--- config.mk ---
export PLATFORM = sky130hd
export DESIGN_NAME = signed_integer_to_radix_text_top
export DESIGN_NICKNAME = d
export VERILOG_FILES = /design/src/hw/rtl/sitr_pkg.sv /design/src/hw/rtl/sitr_ram.sv /design/src/hw/rtl/sitr_div.sv /design/src/hw/rtl/signed_integer_to_radix_text_top.sv
export SDC_FILE = /design/constraint.sdc
export NUM_CORES = 2
export LEC_CHECK = 0
export BUFFER_PORTS_ARGS = -buffer_cell sky130_fd_sc_hd__buf_2
export CAP_MARGIN = 10
export CORE_MARGIN = 3
export CORE_UTILIZATION = 35
export CTS_CLUSTER_DIAMETER = 80
export DETAILED_ROUTE_END_ITERATION = 10
export SLEW_MARGIN = 10
export SYNTH_ARGS = -nofsm -noshare
export SYNTH_HDL_FRONTEND = slang
export SYNTH_SLANG_ARGS = --single-unit
--- constraint.sdc ---
create_clock -name i_clk -period 16.53 [get_ports i_clk]
set_clock_uncertainty 0.2 [all_clocks]
set_input_delay 3.306 -clock i_clk [delete_from_list [all_inputs] [get_ports i_clk]]
set_output_delay 3.306 -clock i_clk [all_outputs]
set_load 0.01 [all_outputs]
--- src/hw/rtl/sitr_pkg.sv ---
// Shared constants for the signed integer to radix text converter.
// Used by the divider and the top level; no dependencies.
package sitr_pkg;

    // default width of the converted value
    localparam int VALUE_WIDTH_DEF = 32;
    // width of the radix register and of the divisor path
    localparam int RADIX_WIDTH     = 32;
    // width of one ASCII character
    localparam int CHAR_WIDTH      = 7;

    // radix after reset
    localparam logic [RADIX_WIDTH-1:0] RADIX_RESET = 32'd16;
    // base for writing large digit values in decimal
    localparam logic [RADIX_WIDTH-1:0] DEC_BASE    = 32'd10;
    // first digit value that no longer has a letter
    localparam logic [RADIX_WIDTH-1:0] LETTER_LIMIT = 32'd36;

    // character codes
    localparam logic [CHAR_WIDTH-1:0] CH_ZERO  = 7'h30;
    localparam logic [CHAR_WIDTH-1:0] CH_A     = 7'h41;
    localparam logic [CHAR_WIDTH-1:0] CH_LPAR  = 7'h28;
    localparam logic [CHAR_WIDTH-1:0] CH_RPAR  = 7'h29;
    localparam logic [CHAR_WIDTH-1:0] CH_MINUS = 7'h2D;
    localparam logic [CHAR_WIDTH-1:0] CH_NONE  = 7'h00;

endpackage

--- src/hw/rtl/sitr_ram.sv ---
// Generic single-write, single-read RAM with registered read data.
// No package dependencies.
module sitr_ram #(
    parameter int WIDTH = 7,
    parameter int DEPTH = 144
) (
    input  logic                     i_clk,
    input  logic                     i_we,
    input  logic [$clog2(DEPTH)-1:0] i_waddr,
    input  logic [WIDTH-1:0]         i_wdata,
    input  logic [$clog2(DEPTH)-1:0] i_raddr,
    output logic [WIDTH-1:0]         o_rdata
);

    logic [WIDTH-1:0] r_mem [DEPTH];
    logic [WIDTH-1:0] r_rdata;

    // write port and registered read port
    always_ff @(posedge i_clk) begin
        if (i_we) begin
            r_mem[i_waddr] <= i_wdata;
        end
        r_rdata <= r_mem[i_raddr];
    end

    assign o_rdata = r_rdata;

endmodule

--- src/hw/rtl/sitr_div.sv ---
// Restoring divider, one quotient bit per cycle, unsigned operands.
// Depends on sitr_pkg for the divisor width.
module sitr_div #(
    parameter int VALUE_WIDTH = sitr_pkg::VALUE_WIDTH_DEF
) (
    input  logic                             i_clk,
    input  logic                             i_rst_n,
    input  logic                             i_start,
    input  logic [VALUE_WIDTH-1:0]           i_dividend,
    input  logic [sitr_pkg::RADIX_WIDTH-1:0] i_divisor,
    output logic                             o_done,
    output logic [VALUE_WIDTH-1:0]           o_quotient,
    output logic [sitr_pkg::RADIX_WIDTH-1:0] o_remainder
);

    import sitr_pkg::*;

    localparam int CW = $clog2(VALUE_WIDTH + 1);

    logic                   r_busy;
    logic                   r_done;
    logic [CW-1:0]          r_cnt;
    logic [VALUE_WIDTH-1:0] r_quo;
    logic [RADIX_WIDTH-1:0] r_rem;
    logic [RADIX_WIDTH-1:0] r_dsr;

    logic [RADIX_WIDTH:0]   trial;
    logic [RADIX_WIDTH:0]   diff;
    logic                   fits;

    // trial subtract of the shifted partial remainder
    always_comb begin
        trial = {r_rem, r_quo[VALUE_WIDTH-1]};
        diff  = trial - {1'b0, r_dsr};
        fits  = trial >= {1'b0, r_dsr};
    end

    // control
    always_ff @(posedge i_clk) begin
        if (!i_rst_n) begin
            r_busy <= 1'b0;
            r_done <= 1'b0;
            r_cnt  <= '0;
        end else begin
            r_done <= 1'b0;
            if (i_start) begin
                r_busy <= 1'b1;
                r_cnt  <= CW'(VALUE_WIDTH);
            end else if (r_busy) begin
                r_cnt <= r_cnt - 1'b1;
                if (r_cnt == CW'(1)) begin
                    r_busy <= 1'b0;
                    r_done <= 1'b1;
                end
            end
        end
    end

    // datapath: shift dividend bits out, quotient bits in
    always_ff @(posedge i_clk) begin
        if (i_start) begin
            r_quo <= i_dividend;
            r_rem <= '0;
            r_dsr <= i_divisor;
        end else if (r_busy) begin
            r_quo <= {r_quo[VALUE_WIDTH-2:0], fits};
            r_rem <= fits ? diff[RADIX_WIDTH-1:0] : trial[RADIX_WIDTH-1:0];
        end
    end

    assign o_done      = r_done;
    assign o_quotient  = r_quo;
    assign o_remainder = r_rem;

endmodule

--- src/hw/rtl/signed_integer_to_radix_text_top.sv ---
// Signed integer to radix text converter, top level.
// Depends on sitr_pkg, sitr_div and sitr_ram.
// Sequence: each digit takes one division in the shared divider (a start state, then a wait);
//   a digit of 36 or more adds a division per decimal character and a parenthesis state.
//   After the text is built, one character per cycle leaves, read from the registered RAM.
//   busy stays high until the last character is read; it is low as that character leaves.
// Invalid radix: one flagged result the cycle after start. Reset (synchronous, active low)
//   returns the sequencer to idle and the radix to 16; the receiver cannot stall results.
module signed_integer_to_radix_text_top #(
    parameter int VALUE_WIDTH = sitr_pkg::VALUE_WIDTH_DEF
) (
    input  logic                             i_clk,
    input  logic                             i_rst_n,
    // conversion command
    input  logic                             start,
    output logic                             busy,
    input  logic [VALUE_WIDTH-1:0]           i_value,
    // result strobe and fields
    output logic                             o_strobe,
    output logic [sitr_pkg::CHAR_WIDTH-1:0]  o_character,
    output logic                             o_last,
    output logic                             o_bad_radix,
    // radix register write
    input  logic                             i_cfg_valid,
    output logic                             o_cfg_ready,
    input  logic [sitr_pkg::RADIX_WIDTH-1:0] i_cfg_radix
);

    import sitr_pkg::*;

    localparam int DEPTH = 4 * VALUE_WIDTH + 16;
    localparam int AW    = $clog2(DEPTH);
    localparam int PW    = $clog2(DEPTH + 1);
    localparam int XW    = VALUE_WIDTH + RADIX_WIDTH;

    typedef enum logic [3:0] {
        S_IDLE,
        S_DIG_GO,
        S_DIG_WAIT,
        S_DEC_GO,
        S_DEC_WAIT,
        S_PAREN,
        S_SIGN,
        S_EMIT
    } t_state;

    t_state                 r_state, n_state;
    logic [RADIX_WIDTH-1:0] r_radix;
    logic [RADIX_WIDTH-1:0] r_base, n_base;
    logic [VALUE_WIDTH-1:0] r_mag, n_mag;
    logic [RADIX_WIDTH-1:0] r_digit, n_digit;
    logic                   r_neg, n_neg;
    logic [PW-1:0]          r_ptr, n_ptr;
    logic                   r_rv, n_rv;
    logic                   r_rlast, n_rlast;
    logic                   r_bad, n_bad;

    logic                   we;
    logic [CHAR_WIDTH-1:0]  wdata;
    logic [AW-1:0]          raddr;
    logic [CHAR_WIDTH-1:0]  rdata;

    logic                   div_start;
    logic [VALUE_WIDTH-1:0] div_dividend;
    logic [RADIX_WIDTH-1:0] div_divisor;
    logic                   div_done;
    logic [VALUE_WIDTH-1:0] div_quo;
    logic [RADIX_WIDTH-1:0] div_rem;

    logic [XW-1:0]          digit_ext;
    logic [XW-1:0]          quo_ext;
    logic [CHAR_WIDTH-1:0]  digit_char;
    logic                   radix_bad;
    logic [PW-1:0]          rd_ptr;

    sitr_div #(
        .VALUE_WIDTH(VALUE_WIDTH)
    ) u_div (
        .i_clk       (i_clk),
        .i_rst_n     (i_rst_n),
        .i_start     (div_start),
        .i_dividend  (div_dividend),
        .i_divisor   (div_divisor),
        .o_done      (div_done),
        .o_quotient  (div_quo),
        .o_remainder (div_rem)
    );

    sitr_ram #(
        .WIDTH(CHAR_WIDTH),
        .DEPTH(DEPTH)
    ) u_text (
        .i_clk   (i_clk),
        .i_we    (we),
        .i_waddr (r_ptr[AW-1:0]),
        .i_wdata (wdata),
        .i_raddr (raddr),
        .o_rdata (rdata)
    );

    // radix register: always ready; it is to be written only while idle, which the block does not enforce
    assign o_cfg_ready = 1'b1;
    always_ff @(posedge i_clk) begin
        if (!i_rst_n) begin
            r_radix <= RADIX_RESET;
        end else if (i_cfg_valid && o_cfg_ready) begin
            r_radix <= i_cfg_radix;
        end
    end

    // operand selection for the shared divider
    always_comb begin
        digit_ext    = XW'(r_digit);
        quo_ext      = XW'(div_quo);
        div_start    = (r_state == S_DIG_GO) || (r_state == S_DEC_GO);
        div_dividend = (r_state == S_DIG_GO) ? r_mag : digit_ext[VALUE_WIDTH-1:0];
        div_divisor  = (r_state == S_DIG_GO) ? r_base : DEC_BASE;
    end

    // map a digit value below 36 to its character
    always_comb begin
        if (div_rem < DEC_BASE) begin
            digit_char = CH_ZERO + CHAR_WIDTH'(div_rem[3:0]);
        end else begin
            digit_char = CH_A + CHAR_WIDTH'(div_rem[5:0]) - CHAR_WIDTH'(DEC_BASE);
        end
    end

    assign radix_bad = (r_radix == '0) || (r_radix == RADIX_WIDTH'(1)) || (r_radix == '1);
    assign rd_ptr    = r_ptr - 1'b1;
    assign raddr     = rd_ptr[AW-1:0];

    // sequencer next state
    always_comb begin
        n_state = r_state;
        n_base  = r_base;
        n_mag   = r_mag;
        n_digit = r_digit;
        n_neg   = r_neg;
        n_ptr   = r_ptr;
        n_rv    = 1'b0;
        n_rlast = 1'b0;
        n_bad   = 1'b0;
        we      = 1'b0;
        wdata   = CH_NONE;
        case (r_state)
            S_IDLE: begin
                if (start) begin
                    n_neg  = i_value[VALUE_WIDTH-1];
                    n_mag  = i_value[VALUE_WIDTH-1] ? (~i_value + 1'b1) : i_value;
                    n_base = r_radix[RADIX_WIDTH-1] ? (~r_radix + 1'b1) : r_radix;
                    n_ptr  = '0;
                    if (radix_bad) begin
                        n_bad = 1'b1;
                    end else begin
                        n_state = S_DIG_GO;
                    end
                end
            end
            S_DIG_GO: begin
                n_state = S_DIG_WAIT;
            end
            S_DIG_WAIT: begin
                if (div_done) begin
                    n_mag = div_quo;
                    we    = 1'b1;
                    n_ptr = r_ptr + 1'b1;
                    if (div_rem < LETTER_LIMIT) begin
                        wdata   = digit_char;
                        n_state = (div_quo != '0) ? S_DIG_GO : S_SIGN;
                    end else begin
                        wdata   = CH_RPAR;
                        n_digit = div_rem;
                        n_state = S_DEC_GO;
                    end
                end
            end
            S_DEC_GO: begin
                n_state = S_DEC_WAIT;
            end
            S_DEC_WAIT: begin
                if (div_done) begin
                    we      = 1'b1;
                    wdata   = CH_ZERO + CHAR_WIDTH'(div_rem[3:0]);
                    n_ptr   = r_ptr + 1'b1;
                    n_digit = quo_ext[RADIX_WIDTH-1:0];
                    n_state = (div_quo == '0) ? S_PAREN : S_DEC_GO;
                end
            end
            S_PAREN: begin
                we      = 1'b1;
                wdata   = CH_LPAR;
                n_ptr   = r_ptr + 1'b1;
                n_state = (r_mag != '0) ? S_DIG_GO : S_SIGN;
            end
            S_SIGN: begin
                if (r_neg) begin
                    we    = 1'b1;
                    wdata = CH_MINUS;
                    n_ptr = r_ptr + 1'b1;
                end
                n_state = S_EMIT;
            end
            S_EMIT: begin
                // read back most significant first; data arrives next cycle
                n_ptr   = rd_ptr;
                n_rv    = 1'b1;
                n_rlast = (r_ptr == PW'(1));
                if (r_ptr == PW'(1)) begin
                    n_state = S_IDLE;
                end
            end
            default: begin
                n_state = S_IDLE;
            end
        endcase
    end

    // state and registered controls
    always_ff @(posedge i_clk) begin
        if (!i_rst_n) begin
            r_state <= S_IDLE;
            r_ptr   <= '0;
            r_rv    <= 1'b0;
            r_rlast <= 1'b0;
            r_bad   <= 1'b0;
            r_neg   <= 1'b0;
        end else begin
            r_state <= n_state;
            r_ptr   <= n_ptr;
            r_rv    <= n_rv;
            r_rlast <= n_rlast;
            r_bad   <= n_bad;
            r_neg   <= n_neg;
        end
        r_base  <= n_base;
        r_mag   <= n_mag;
        r_digit <= n_digit;
    end

    // result transfer
    assign busy        = (r_state != S_IDLE);
    assign o_strobe    = r_rv || r_bad;
    assign o_character = r_bad ? CH_NONE : rdata;
    assign o_last      = r_rlast || r_bad;
    assign o_bad_radix = r_bad;

endmodule

==> results.ini <==
[final_layout]
regArea_mm2=0.0370
multi_input_area_mm2=0.0153
drive_above_1_share_pct=21.2
final_area_mm2=0.0600
nets=3278
syn2layout_area_growth_pct=13.2
fillCellCount=13600

[logic_synthesis]
synth_top_family_by_area=multiplexers
ys_ff_latch=1262
ys_seq_area_share_pct=69.8
yosys_warnings=0
yosys.area_share.simple_pct=5.61
synthArstFlopShare_pct=0
synth.avg_cell_area_um2=17.2
synth_compound_area_share_pct=4.02
synthXorXnorAreaFrac_pct=1.62
synth_nets=3193
synth_top_cell_by_area=edfxtp_1
yosysMostFrequentCell=edfxtp_1
synthTopCellsByArea=edfxtp_1 (66%), mux4_2 (14%), dfxtp_1 (3.6%)
synth_adder_area_share_pct=1.08
synthFlopType=edfxtp_1
muxShareOfSynthArea_pct=16.3
syn_area_mm2=0.0530
netlist_instances=3080
synth-edff-count=1168
synth_cell_types=72
synth_top_area_share_pct=66.2
synth_common_cells=edfxtp_1 (1168), mux4_2 (329), nor2_1 (283)

[timing]
min_period_ps=5850
drv_slew=0
layout_setup_ws_ps=10680
fin_crit_sh_pct=35.4
max_freq_mhz=171
worst_pin_slew_ps=1220
rsz0062_at_grt=no
maxSlewHeadroom_pct=18.5
setup_tns_ps=0
setup_viol=0
hold_violations=0

[worst_setup_path]
start_kind=flip-flop
r2r_start=r_ptr[0]
rrSetupSlack_ps=10680
critical_path_class=flip-flop to flip-flop
cp_common_cell=mux4_2
critical_path.max_fanout=74
critical_path.startpoint=r_ptr[0]
worstReg2RegEnd=u_text.o_rdata[4]
crit_chain=inv_1 > ha_4 > buf_4 > buf_4 > mux4_2 > mux4_2 > mux4_2 > mux2i_1 > a21oi_1
r2r_cells=9
crit_path_top_delay_cell=ha_4
max_stage_delay_ps=1110
cp-end-kind=flip-flop
cp.required_ps=16950
arrival_ps=6260

[worst_hold_path]
hold_path.class=flip-flop to flip-flop
hold-path-cell-count=2
worstHoldEndpoint=u_div.r_cnt[0]
min_from=u_div.r_cnt[0]

[clock_network]
ctsResizeCount=0
clock_latency_ps=750
cts_tree=yes
hold_buffers=0
clk_path_buf_depth=3
clock_sinks=1262
path_clk_slew_ps=60
cts_setup_buffers=0
cts_made_buffers=133
cts_max_level=4
root_buffer=clkbuf_16

[global_routing]
grt_max_degree=113
grt_pass1_vias=27800
grt.overflow.total=0
grtUsageTotal_pct=15.9
grt_antenna_before_repair=4
grt_pass1_wl_um=186000

[floorplan]
core_mm2=0.150
die_h_um=395
rows=142
dieWidth_um=395
ios=80
start_util_pct=35.3
die_area_mm2=0.156

[route]
ant_nets=0
viasPerCell=5.26
wl_per_cell_um=23.6
wirelength_um=125000
vias=27800
dr.first_iter.drc_count=2421
drtPass1Iterations=7
drc_errors=0

[place]
gp_congestion=0.848
port_buffers=78
dp_slack_ps=10420
place_area_mm2=0.0557
hpwl_um=77900

[power_and_ir_drop]
p_per_area_mw_per_mm2=152
p_total_w=0.00909
p_leak_nw=20.7
peakVddDrop_v=0.000122

[job]
cap_violations=0

[status]
status=complete, no violations

[area by class of cell]
class | instances | share of cell area (%)
antenna | 3 | 0.0125
clock buffer | 176 | 5.97
clock inverter | 65 | 1.12
inverter | 56 | 0.352
multi-input combinational | 1595 | 25.5
sequential | 1262 | 61.6
tap | 2016 | 4.20
timing repair buffer | 117 | 1.18
[metal layers]
layer	up-vias	GRT usage, %	part of all wire [%]
met5	-	0	0.010
met4	2	4.52	2.2
met3	175	3.47	6.1
met2	838	25.4	49
met1	14400	21.8	43
li1	12400	-	-
[stage by stage]
stage | instances | utilization [%] | hold slack, ps
3_5_place_dp | 5046 | 37.1 | 286
4_1_cts | 5287 | 39.9 | 296
5_1_grt | 5288 | 40.0 | 312
6_report | 5290 | 40.0 | 294
2_1_floorplan | 3080 | - | 268
3_3_place_gp | 5046 | 37.1 | 283
[worst max-delay path, delay by kind of cell, from the launching register on]
kind	cells	cell delay, ps
multiplexers	4	1720
buffers and inverters	3	1660
adder cells (fa/ha/maj)	1	1110
flip-flops	1	780
AO/OA/AOI/OAI	1	90
[power by group]
| group | leakage (nW) | total [W] | internal [W] | switching [W] |
|---|---|---|---|---|
| Clock | 2.05 | 0.00291 | 0.00167 | 0.00124 |
| Sequential | 13.3 | 0.00394 | 0.00374 | 0.000199 |
| Combinational | 5.41 | 0.00224 | 0.000901 | 0.00134 |
| Total | 20.7 | 0.00909 | 0.00631 | 0.00278 |
[worst max-delay path by stage]
stage                               endpoint  slack (ps)  cells past startpoint
after floorplan           u_text.r_mem[0][2]        3520                      6
after global placement             r_mag[29]       10430                      9
after detailed placement           r_mag[29]       10420                      9
after CTS                  u_text.o_rdata[4]       10590                      9
after global routing       u_text.o_rdata[4]       10380                      9
final                      u_text.o_rdata[4]       10680                      9
[sequential cells by signal, indices dropped and copies added, names as in the netlist]
signal             count
r_ptr                  8
r_digit               32
r_neg                  1
u_div.r_dsr           32
r_rlast                1
u_div.o_remainder     32
u_text.r_mem        1008
u_text.o_rdata         7
u_div.r_cnt            6
r_rv                   1
r_base                32
u_div.o_quotient      32
r_state                3
r_radix               32
o_bad_radix            1
r_mag                 32
u_div.r_busy           1
u_div.o_done           1
[layout by cell type, fill, tap and decap left out, types with 32 or more instances in the layout]
master | netlist | final
dfxtp_1 | 94 | 92
xor2_1 | 45 | 43
nor2_1 | 283 | 282
mux4_2 | 329 | 329
mux2_2 | 32 | 32
buf_4 | 1 | 37
inv_1 | 53 | 53
nand2_1 | 150 | 148
o21ai_0 | 118 | 114
ha_1 | 44 | 43
a21oi_1 | 120 | 119
and2_1 | 33 | 33
mux2i_1 | 86 | 86
edfxtp_1 | 1168 | 1168
clkbuf_16 | 0 | 136
xnor2_1 | 53 | 50
buf_2 | 5 | 78
clkbuf_1 | 136 | 37
[kinds of logic after synthesis]
kind of cell    count (synthesis)
simple gates                  649
mux                           447
xor+xnor                       98
other cells                     1
fa+ha+maj                      45
buf+inv                       223
compound gates                355
flops                        1262
Power figures use the tool's default switching activity.
